**config.mk**
```make
export PLATFORM = sky130hd
export DESIGN_NAME = string_escape_decoder_top
export DESIGN_NICKNAME = d
export VERILOG_FILES = /design/src/rtl/core/sed_pkg.sv /design/src/rtl/core/string_escape_decoder_top.sv /design/src/rtl/core/sed_front.sv /design/src/rtl/core/sed_queue.sv /design/src/rtl/core/sed_back.sv
export SDC_FILE = /design/constraint.sdc
export NUM_CORES = 1
export LEC_CHECK = 0
export BUFFER_PORTS_ARGS = -buffer_cell sky130_fd_sc_hd__buf_2
export CAP_MARGIN = 5
export CORE_ASPECT_RATIO = 0.7
export CORE_UTILIZATION = 55
export DETAILED_ROUTE_END_ITERATION = 7
export PLACE_DENSITY_LB_ADDON = 0.3
export SYNTH_ARGS = -nofsm -noshare
export SYNTH_HDL_FRONTEND = slang
export SYNTH_SLANG_ARGS = --single-unit
```
**constraint.sdc**
```tcl
create_clock -name clk -period 9.6 [get_ports clk]
set_clock_uncertainty 0.1 [all_clocks]
set_input_delay 0.96 -clock clk [delete_from_list [all_inputs] [get_ports clk]]
set_output_delay 0.96 -clock clk [all_outputs]
set_load 0.05 [all_outputs]
```
**src/rtl/core/sed_pkg.sv**
```systemverilog
// ----------------------------------------------------------------------------
// sed_pkg
// Types and character constants shared by the string escape decoder modules.
// ----------------------------------------------------------------------------
package sed_pkg;

  typedef struct packed {
    logic [7:0] in_byte;
    logic       in_last;
  } sed_in_t;

  typedef struct packed {
    logic [7:0] out_byte;
    logic       run_last;
    logic       string_done;
  } sed_out_t;

  // one queued job: a literal byte, or a code point to expand as utf-8
  typedef struct packed {
    logic        is_code;
    logic [31:0] value;
    logic        last;
  } sed_entry_t;

  typedef struct packed {
    logic full;
    logic empty;
  } sed_q_status_t;

  localparam logic [7:0] CH_BACKSLASH = 8'h5C;
  localparam logic [7:0] CH_U         = 8'h75;
  localparam logic [7:0] CH_T         = 8'h74;
  localparam logic [7:0] CH_B         = 8'h62;
  localparam logic [7:0] CH_R         = 8'h72;
  localparam logic [7:0] CH_N         = 8'h6E;
  localparam logic [7:0] CTL_TAB      = 8'h09;
  localparam logic [7:0] CTL_BS       = 8'h08;
  localparam logic [7:0] CTL_CR       = 8'h0D;
  localparam logic [7:0] CTL_LF       = 8'h0A;

  localparam logic [7:0] UTF8_LEAD2 = 8'hC0;
  localparam logic [7:0] UTF8_LEAD3 = 8'hE0;
  localparam logic [7:0] UTF8_CONT  = 8'h80;
  localparam logic [5:0] UTF8_MASK  = 6'h3F;

  localparam logic [31:0] DIGIT_BIAS = 32'd55;

endpackage

```
**src/rtl/core/string_escape_decoder_top.sv**
```systemverilog
// path: a result item is held in the job queue, then in the back end's output register
// throughput: one input item per cycle while in_stall is low; one output byte per cycle from the back
//   end while out_stall is low, so a \u escape giving three utf-8 bytes holds the output until all three are sent
// the job queue (QUEUE_DEPTH entries) absorbs bursts; in_stall rises when it is full
// reset: synchronous, active low; clears escape state, empties the queue and output
// ----------------------------------------------------------------------------
// string_escape_decoder_top
// Backslash and \u unescaper for string literal bytes, front/queue/back split.
// ----------------------------------------------------------------------------
module string_escape_decoder_top #(
  parameter int QUEUE_DEPTH = 4
) (
  input  logic              clk,
  input  logic              rst_n,
  input  logic              in_valid,
  output logic              in_stall,
  input  sed_pkg::sed_in_t  in_data,
  output logic              out_valid,
  input  logic              out_stall,
  output sed_pkg::sed_out_t out_data
);

  sed_pkg::sed_q_status_t q_status;
  sed_pkg::sed_entry_t    push_entry;
  sed_pkg::sed_entry_t    head;
  logic                   push_valid;
  logic                   pop;

  sed_front u_front (
    .clk        (clk),
    .rst_n      (rst_n),
    .in_valid   (in_valid),
    .in_data    (in_data),
    .in_stall   (in_stall),
    .q_status   (q_status),
    .push_valid (push_valid),
    .push_entry (push_entry)
  );

  sed_queue #(
    .DEPTH (QUEUE_DEPTH)
  ) u_queue (
    .clk        (clk),
    .rst_n      (rst_n),
    .push_valid (push_valid),
    .push_entry (push_entry),
    .pop        (pop),
    .head       (head),
    .status     (q_status)
  );

  sed_back u_back (
    .clk       (clk),
    .rst_n     (rst_n),
    .head      (head),
    .q_status  (q_status),
    .pop       (pop),
    .out_valid (out_valid),
    .out_stall (out_stall),
    .out_data  (out_data)
  );

  // front never offers a job the queue cannot take
  a_no_push_when_full : assert property (@(posedge clk) disable iff (!rst_n)
    !(push_valid && q_status.full))
    else $error("job pushed into full queue");

  // back only retires a job that is present
  a_no_pop_when_empty : assert property (@(posedge clk) disable iff (!rst_n)
    !(pop && q_status.empty))
    else $error("job popped from empty queue");

  // end of string always closes the item's run of results
  a_done_closes_run : assert property (@(posedge clk) disable iff (!rst_n)
    out_valid && out_data.string_done |-> out_data.run_last)
    else $error("string_done without run_last");

endmodule

```
**src/rtl/core/sed_front.sv**
```systemverilog
// ----------------------------------------------------------------------------
// sed_front
// Accepts input bytes, tracks escape state, gathers \u digits and queues jobs.
// ----------------------------------------------------------------------------
module sed_front (
  input  logic                  clk,
  input  logic                  rst_n,
  input  logic                  in_valid,
  input  sed_pkg::sed_in_t      in_data,
  output logic                  in_stall,
  input  sed_pkg::sed_q_status_t q_status,
  output logic                  push_valid,
  output sed_pkg::sed_entry_t   push_entry
);

  localparam logic [1:0] MODE_PLAIN  = 2'd0;
  localparam logic [1:0] MODE_ESCAPE = 2'd1;
  localparam logic [1:0] MODE_HEX    = 2'd2;

  logic [1:0]  mode_r, mode_nxt;
  logic [1:0]  digits_r, digits_nxt;
  logic [31:0] accum_r, accum_nxt;

  logic        accept;
  logic [7:0]  b;
  logic        last;
  logic [31:0] digit_val;
  logic [31:0] acc_sum;
  logic [7:0]  esc_byte;

  assign in_stall = q_status.full;
  assign accept   = in_valid && !q_status.full;
  assign b        = in_data.in_byte;
  assign last     = in_data.in_last;

  always_comb begin
    if (b inside {[8'h30:8'h39]}) begin
      digit_val = {24'd0, b - 8'h30};
    end else if (b inside {[8'h61:8'h66]}) begin
      digit_val = {24'd0, b - 8'h57};
    end else begin
      // byte read as signed, less the letter bias, wrapping
      digit_val = {{24{b[7]}}, b} - sed_pkg::DIGIT_BIAS;
    end
  end

  assign acc_sum = {accum_r[27:0], 4'h0} + digit_val;

  always_comb begin
    case (b)
      sed_pkg::CH_T: esc_byte = sed_pkg::CTL_TAB;
      sed_pkg::CH_B: esc_byte = sed_pkg::CTL_BS;
      sed_pkg::CH_R: esc_byte = sed_pkg::CTL_CR;
      sed_pkg::CH_N: esc_byte = sed_pkg::CTL_LF;
      default:       esc_byte = b;
    endcase
  end

  always_comb begin
    mode_nxt   = mode_r;
    digits_nxt = digits_r;
    accum_nxt  = accum_r;
    push_valid = 1'b0;
    push_entry = '{is_code: 1'b0, value: {24'd0, b}, last: last};
    if (accept) begin
      case (mode_r)
        MODE_ESCAPE: begin
          if (b == sed_pkg::CH_U) begin
            if (last) begin
              push_valid       = 1'b1;
              push_entry.value = '0;
              mode_nxt         = MODE_PLAIN;
            end else begin
              mode_nxt   = MODE_HEX;
              digits_nxt = '0;
              accum_nxt  = '0;
            end
          end else begin
            push_valid       = 1'b1;
            push_entry.value = {24'd0, esc_byte};
            mode_nxt         = MODE_PLAIN;
          end
        end
        MODE_HEX: begin
          if (digits_r == 2'd3 || last) begin
            push_valid         = 1'b1;
            push_entry.is_code = 1'b1;
            push_entry.value   = acc_sum;
            mode_nxt           = MODE_PLAIN;
            digits_nxt         = '0;
            accum_nxt          = '0;
          end else begin
            accum_nxt  = acc_sum;
            digits_nxt = digits_r + 2'd1;
          end
        end
        default: begin
          if (b == sed_pkg::CH_BACKSLASH && !last) begin
            mode_nxt = MODE_ESCAPE;
          end else begin
            push_valid = 1'b1;
            mode_nxt   = MODE_PLAIN;
          end
        end
      endcase
      if (last) begin
        mode_nxt   = MODE_PLAIN;
        digits_nxt = '0;
        accum_nxt  = '0;
      end
    end
  end

  always_ff @(posedge clk) begin
    if (!rst_n) begin
      mode_r   <= MODE_PLAIN;
      digits_r <= '0;
      accum_r  <= '0;
    end else begin
      mode_r   <= mode_nxt;
      digits_r <= digits_nxt;
      accum_r  <= accum_nxt;
    end
  end

endmodule

```
**src/rtl/core/sed_queue.sv**
```systemverilog
// ----------------------------------------------------------------------------
// sed_queue
// Small job queue between the front and back halves of the decoder.
// ----------------------------------------------------------------------------
module sed_queue #(
  parameter int DEPTH = 4
) (
  input  logic                   clk,
  input  logic                   rst_n,
  input  logic                   push_valid,
  input  sed_pkg::sed_entry_t    push_entry,
  input  logic                   pop,
  output sed_pkg::sed_entry_t    head,
  output sed_pkg::sed_q_status_t status
);

  localparam int AW = (DEPTH > 1) ? $clog2(DEPTH) : 1;
  localparam int CW = $clog2(DEPTH + 1);

  sed_pkg::sed_entry_t mem [DEPTH];
  logic [AW-1:0] wr_ptr_r, wr_ptr_nxt;
  logic [AW-1:0] rd_ptr_r, rd_ptr_nxt;
  logic [CW-1:0] count_r, count_nxt;
  logic          do_push;
  logic          do_pop;

  assign status  = '{full: (count_r == CW'(DEPTH)), empty: (count_r == '0)};
  assign do_push = push_valid && !status.full;
  assign do_pop  = pop && !status.empty;
  assign head    = mem[rd_ptr_r];

  always_comb begin
    wr_ptr_nxt = wr_ptr_r;
    rd_ptr_nxt = rd_ptr_r;
    count_nxt  = count_r;
    if (do_push) begin
      wr_ptr_nxt = (wr_ptr_r == AW'(DEPTH - 1)) ? '0 : wr_ptr_r + AW'(1);
    end
    if (do_pop) begin
      rd_ptr_nxt = (rd_ptr_r == AW'(DEPTH - 1)) ? '0 : rd_ptr_r + AW'(1);
    end
    if (do_push && !do_pop) begin
      count_nxt = count_r + CW'(1);
    end else if (do_pop && !do_push) begin
      count_nxt = count_r - CW'(1);
    end
  end

  always_ff @(posedge clk) begin
    if (do_push) begin
      mem[wr_ptr_r] <= push_entry;
    end
  end

  always_ff @(posedge clk) begin
    if (!rst_n) begin
      wr_ptr_r <= '0;
      rd_ptr_r <= '0;
      count_r  <= '0;
    end else begin
      wr_ptr_r <= wr_ptr_nxt;
      rd_ptr_r <= rd_ptr_nxt;
      count_r  <= count_nxt;
    end
  end

endmodule

```
**src/rtl/core/sed_back.sv**
```systemverilog
// ----------------------------------------------------------------------------
// sed_back
// Expands queued jobs into output bytes (utf-8 for code points), one a cycle while out_stall is low.
// ----------------------------------------------------------------------------
module sed_back (
  input  logic                   clk,
  input  logic                   rst_n,
  input  sed_pkg::sed_entry_t    head,
  input  sed_pkg::sed_q_status_t q_status,
  output logic                   pop,
  output logic                   out_valid,
  input  logic                   out_stall,
  output sed_pkg::sed_out_t      out_data
);

  logic              out_valid_r, out_valid_nxt;
  sed_pkg::sed_out_t out_data_r;
  logic [1:0]        idx_r, idx_nxt;
  logic [1:0]        n_bytes;
  logic [7:0]        cur_byte;
  logic              end_of_entry;
  logic              load;
  logic              take;
  logic [31:0]       cp;

  assign cp = head.value;

  always_comb begin
    if (!head.is_code || cp[31:7] == '0) begin
      n_bytes = 2'd1;
    end else if (cp[31:11] == '0) begin
      n_bytes = 2'd2;
    end else begin
      n_bytes = 2'd3;
    end
  end

  always_comb begin
    case (n_bytes)
      2'd2: begin
        if (idx_r == 2'd0) begin
          cur_byte = sed_pkg::UTF8_LEAD2 | cp[13:6];
        end else begin
          cur_byte = sed_pkg::UTF8_CONT | {2'b00, cp[5:0] & sed_pkg::UTF8_MASK};
        end
      end
      2'd3: begin
        case (idx_r)
          2'd0:    cur_byte = sed_pkg::UTF8_LEAD3 | cp[19:12];
          2'd1:    cur_byte = sed_pkg::UTF8_CONT | {2'b00, cp[11:6] & sed_pkg::UTF8_MASK};
          default: cur_byte = sed_pkg::UTF8_CONT | {2'b00, cp[5:0] & sed_pkg::UTF8_MASK};
        endcase
      end
      default: cur_byte = cp[7:0];
    endcase
  end

  assign end_of_entry = (idx_r == n_bytes - 2'd1);
  assign load         = !out_valid_r || !out_stall;
  assign take         = load && !q_status.empty;
  assign pop          = take && end_of_entry;

  always_comb begin
    idx_nxt       = idx_r;
    out_valid_nxt = out_valid_r;
    if (load) begin
      out_valid_nxt = !q_status.empty;
    end
    if (take) begin
      idx_nxt = end_of_entry ? 2'd0 : idx_r + 2'd1;
    end
  end

  always_ff @(posedge clk) begin
    if (!rst_n) begin
      out_valid_r <= 1'b0;
      idx_r       <= '0;
    end else begin
      out_valid_r <= out_valid_nxt;
      idx_r       <= idx_nxt;
    end
  end

  always_ff @(posedge clk) begin
    if (take) begin
      out_data_r.out_byte    <= cur_byte;
      out_data_r.run_last    <= end_of_entry;
      out_data_r.string_done <= end_of_entry && head.last;
    end
  end

  assign out_valid = out_valid_r;
  assign out_data  = out_data_r;

endmodule
```
==> reports/results.ini <==
[outcome]
status=completed

[synth]
synth-seq-cells=190
ys.flop_type=edfxtp_1
synthArstFlopShare_pct=0
ys_seq_area_share_pct=55.1
synth_top_area_share_pct=45.9
synthesis.instances=839
synthTopCellsByArea=edfxtp_1, dfxtp_1, mux4_2
yosysUniqueCellTypes=76
synth_fp_nets=879
synth_top_area_cell=edfxtp_1
netlist_area_mm2=0.00956
synth_edf_count=146
syn_avg_cell_area_um2=11.4
ys_warn_count=0

[worst_setup_path]
cp_common_cell=o21ai_0
end_kind=flop
worstPathRequired_ns=9.65
critPathKind=input port to flop
cp_slowest_cell=o21ai_0
cp_max_fo=11
cpPeakStageDelay_ns=0.92
cp_cell_sequence=buf_2 > inv_1 > ha_1 > o21bai_1 > a21boi_0 > o21ai_0 > o21ai_0 > a32oi_1 > xor2_1 > ha_1 > nand3_1 > a2111oi_0 > o21ai_0 > o21ai_0 > mux2i_1 > xnor2_1 > nor2_1
path_buf_inv=2
cpLargestDelayFamily=compound AO/OA/AOI/OAI gates
cp-start-kind=input port
cp_data_arrival_time_ns=5.70

[layout]
fin_util_pct=62.5
drive_gt1_share_pct=11.4
instances_no_fill=1077
nets=879
syn2layout_area_growth_pct=8.73
antenna_cells=0
fillerInstances=1263

[route]
routed_via_density=6.39
via_count=6884
drc_errors=0
routedWlPerCell_um=20.5
wl_um=22100
antenna_left=0
initialDrtViolationCount=667
dr.pass1.iters=5

[floorplan]
die_x_um=160
die_h_um=112
rows=39
dieArea_mm2=0.0179
core_mm2=0.0166
initial_core_util_pct=57.5
io_pins=25

[power]
p_leak_nw=3.63
totalPowerFinal_mw=2.31
ir_drop_mv=0.177
powerDensity_mw_per_mm2=222

[global_route]
grt_pass1_wl_um=35200
overflow=0
gr-usage-all-layers_pct=25.7
grt_use_met2_pct=37.9
grt_util_met3_pct=4.62
grt_pass1_vias=6451
grt_max_degree=58
antenna_found_initial=0
busiest_layer=met1
grt.met1_usage_pct=39.3

[timing]
fin_ws_ns=3.96
layout_min_cycle_time_ns=5.64
max_freq_ghz=0.177
fin_tns_setup_ns=0
hold_viol=0
drv_slew=0
tightest_slew_ns=1.18
finalSetupViolCount=0
rsz0062_at_grt=false
min_period_over_period_pct=58.8
slew_headroom_pct=20.6

[placed_design]
port_buffers=24
hpwl_um=15100
place_inst=1045
post-place-ws_ns=3.65
gp_congestion=0.941

[job]
cap_viol_max_count=0

[cts]
holdBufCountCts=0
cts_buffer_depth=2
cts_buffers=17
ctsResizeCount=0
cts_root_buf=clkbuf_16
clkTransAtPathRegs_ns=0.07
cts_sinks=190
post_cts_buffers=0
cts_tree=built
clk_latency_ns=0.43
htreeDepth=4

[hold_path]
hold_path.class=flop to flop

-- cells by family (layout without fill, tap and decap cells) --
family,count (synthesis),after routing,synth area share (%)
buffers and inverters,75,88,3.10
adders and majority gates,27,27,3.69
xor gates and xnor gates,40,40,3.66
and+or+nand+nor,323,323,17.1
muxes,37,37,6.40
DFF,190,190,55.1
AOI/OAI and AO/OA,147,147,10.9
-- state kept, by name (all words and copies together) (netlist names), 3 cells and up, named ones only --
| name | cells |
|---|---|
| u_front.accum_r | 28 |
| u_queue.count_r | 3 |
| u_queue.mem | 136 |
| u_back.out_data | 10 |
-- path summary, 6_finish.rpt --
path / start / cells after the start / end / slack, ns
setup / recovery: in_data[1] / 17 / u_queue.mem[0][25] / 3.96
hold / removal: u_back.out_valid / 2 / u_back.out_valid / 0.37
setup reg to reg: flop / 12 / u_queue.count_r[2] / 5.12
hold reg to reg: u_back.out_valid / 2 / u_back.out_valid / 0.37
-- metrics by stage --
stage               cell area (um2)  hold WS, ns
floorplan                      9560        0.336
global placement               9830        0.343
detailed placement             9830        0.358
CTS                           10400        0.368
global route                  10400        0.398
finish                        10400        0.372
-- tightest hold or removal path, delay by kind of cell, from the launching register on --
family / cells / cell delay (ns)
and+or+nand+nor: 1 / 0.05
DFF: 1 / 0.32
AOI/OAI and AO/OA: 1 / 0.05
-- layout by cell type, fill, tap and decap left out, drive strengths merged, types with 25 or more instances in the layout --
master  instances
nand2          78
nand3          30
dfxtp          44
inv            30
a21oi          35
buf            33
edfxtp        146
xnor2          25
ha             25
nor2           81
nor4           27
-- routing by layer --
layer | routed length [um] | share of wire (%)
met3 | 1840 | 8.3
met2 | 9640 | 44
met4 | 229 | 1.0
met1 | 10400 | 47
met5 | 0 | 0
-- synthesized netlist by cell type, types with 7 or more instances --
master / instances
edfxtp_1: 146
nor2_1: 80
nand2_1: 78
dfxtp_1: 44
clkbuf_1: 38
a21oi_1: 34
nand3_1: 30
nor4_1: 27
ha_1: 25
xnor2_1: 25
inv_1: 21
nor3_1: 21
o21ai_0: 20
mux4_2: 19
mux2i_1: 15
xor2_1: 15
o31a_1: 13
nand4_1: 12
or4_1: 12
and2_1: 11
and3_1: 11
o22ai_1: 9
or3_1: 8
buf_1: 7
nand2b_1: 7
-- cell type report --
type | instances | area, um2 | area share [%]
Sequential cell | 190 | 5270 | 50.6
Multi-Input combinational cell | 574 | 4010 | 38.6
Clock buffer | 19 | 433 | 4.16
Tap cell | 225 | 282 | 2.71
Timing Repair Buffer | 33 | 188 | 1.81
Clock inverter | 13 | 131 | 1.26
Inverter | 23 | 86.3 | 0.831
-- power by group --
| part | switching [mW] | internal [mW] |
|---|---|---|
| clock network | 0.315 | 0.365 |
| registers | 0.0376 | 0.995 |
| logic | 0.386 | 0.213 |
| total | 0.739 | 1.57 |
Power figures use the tool's default switching activity.
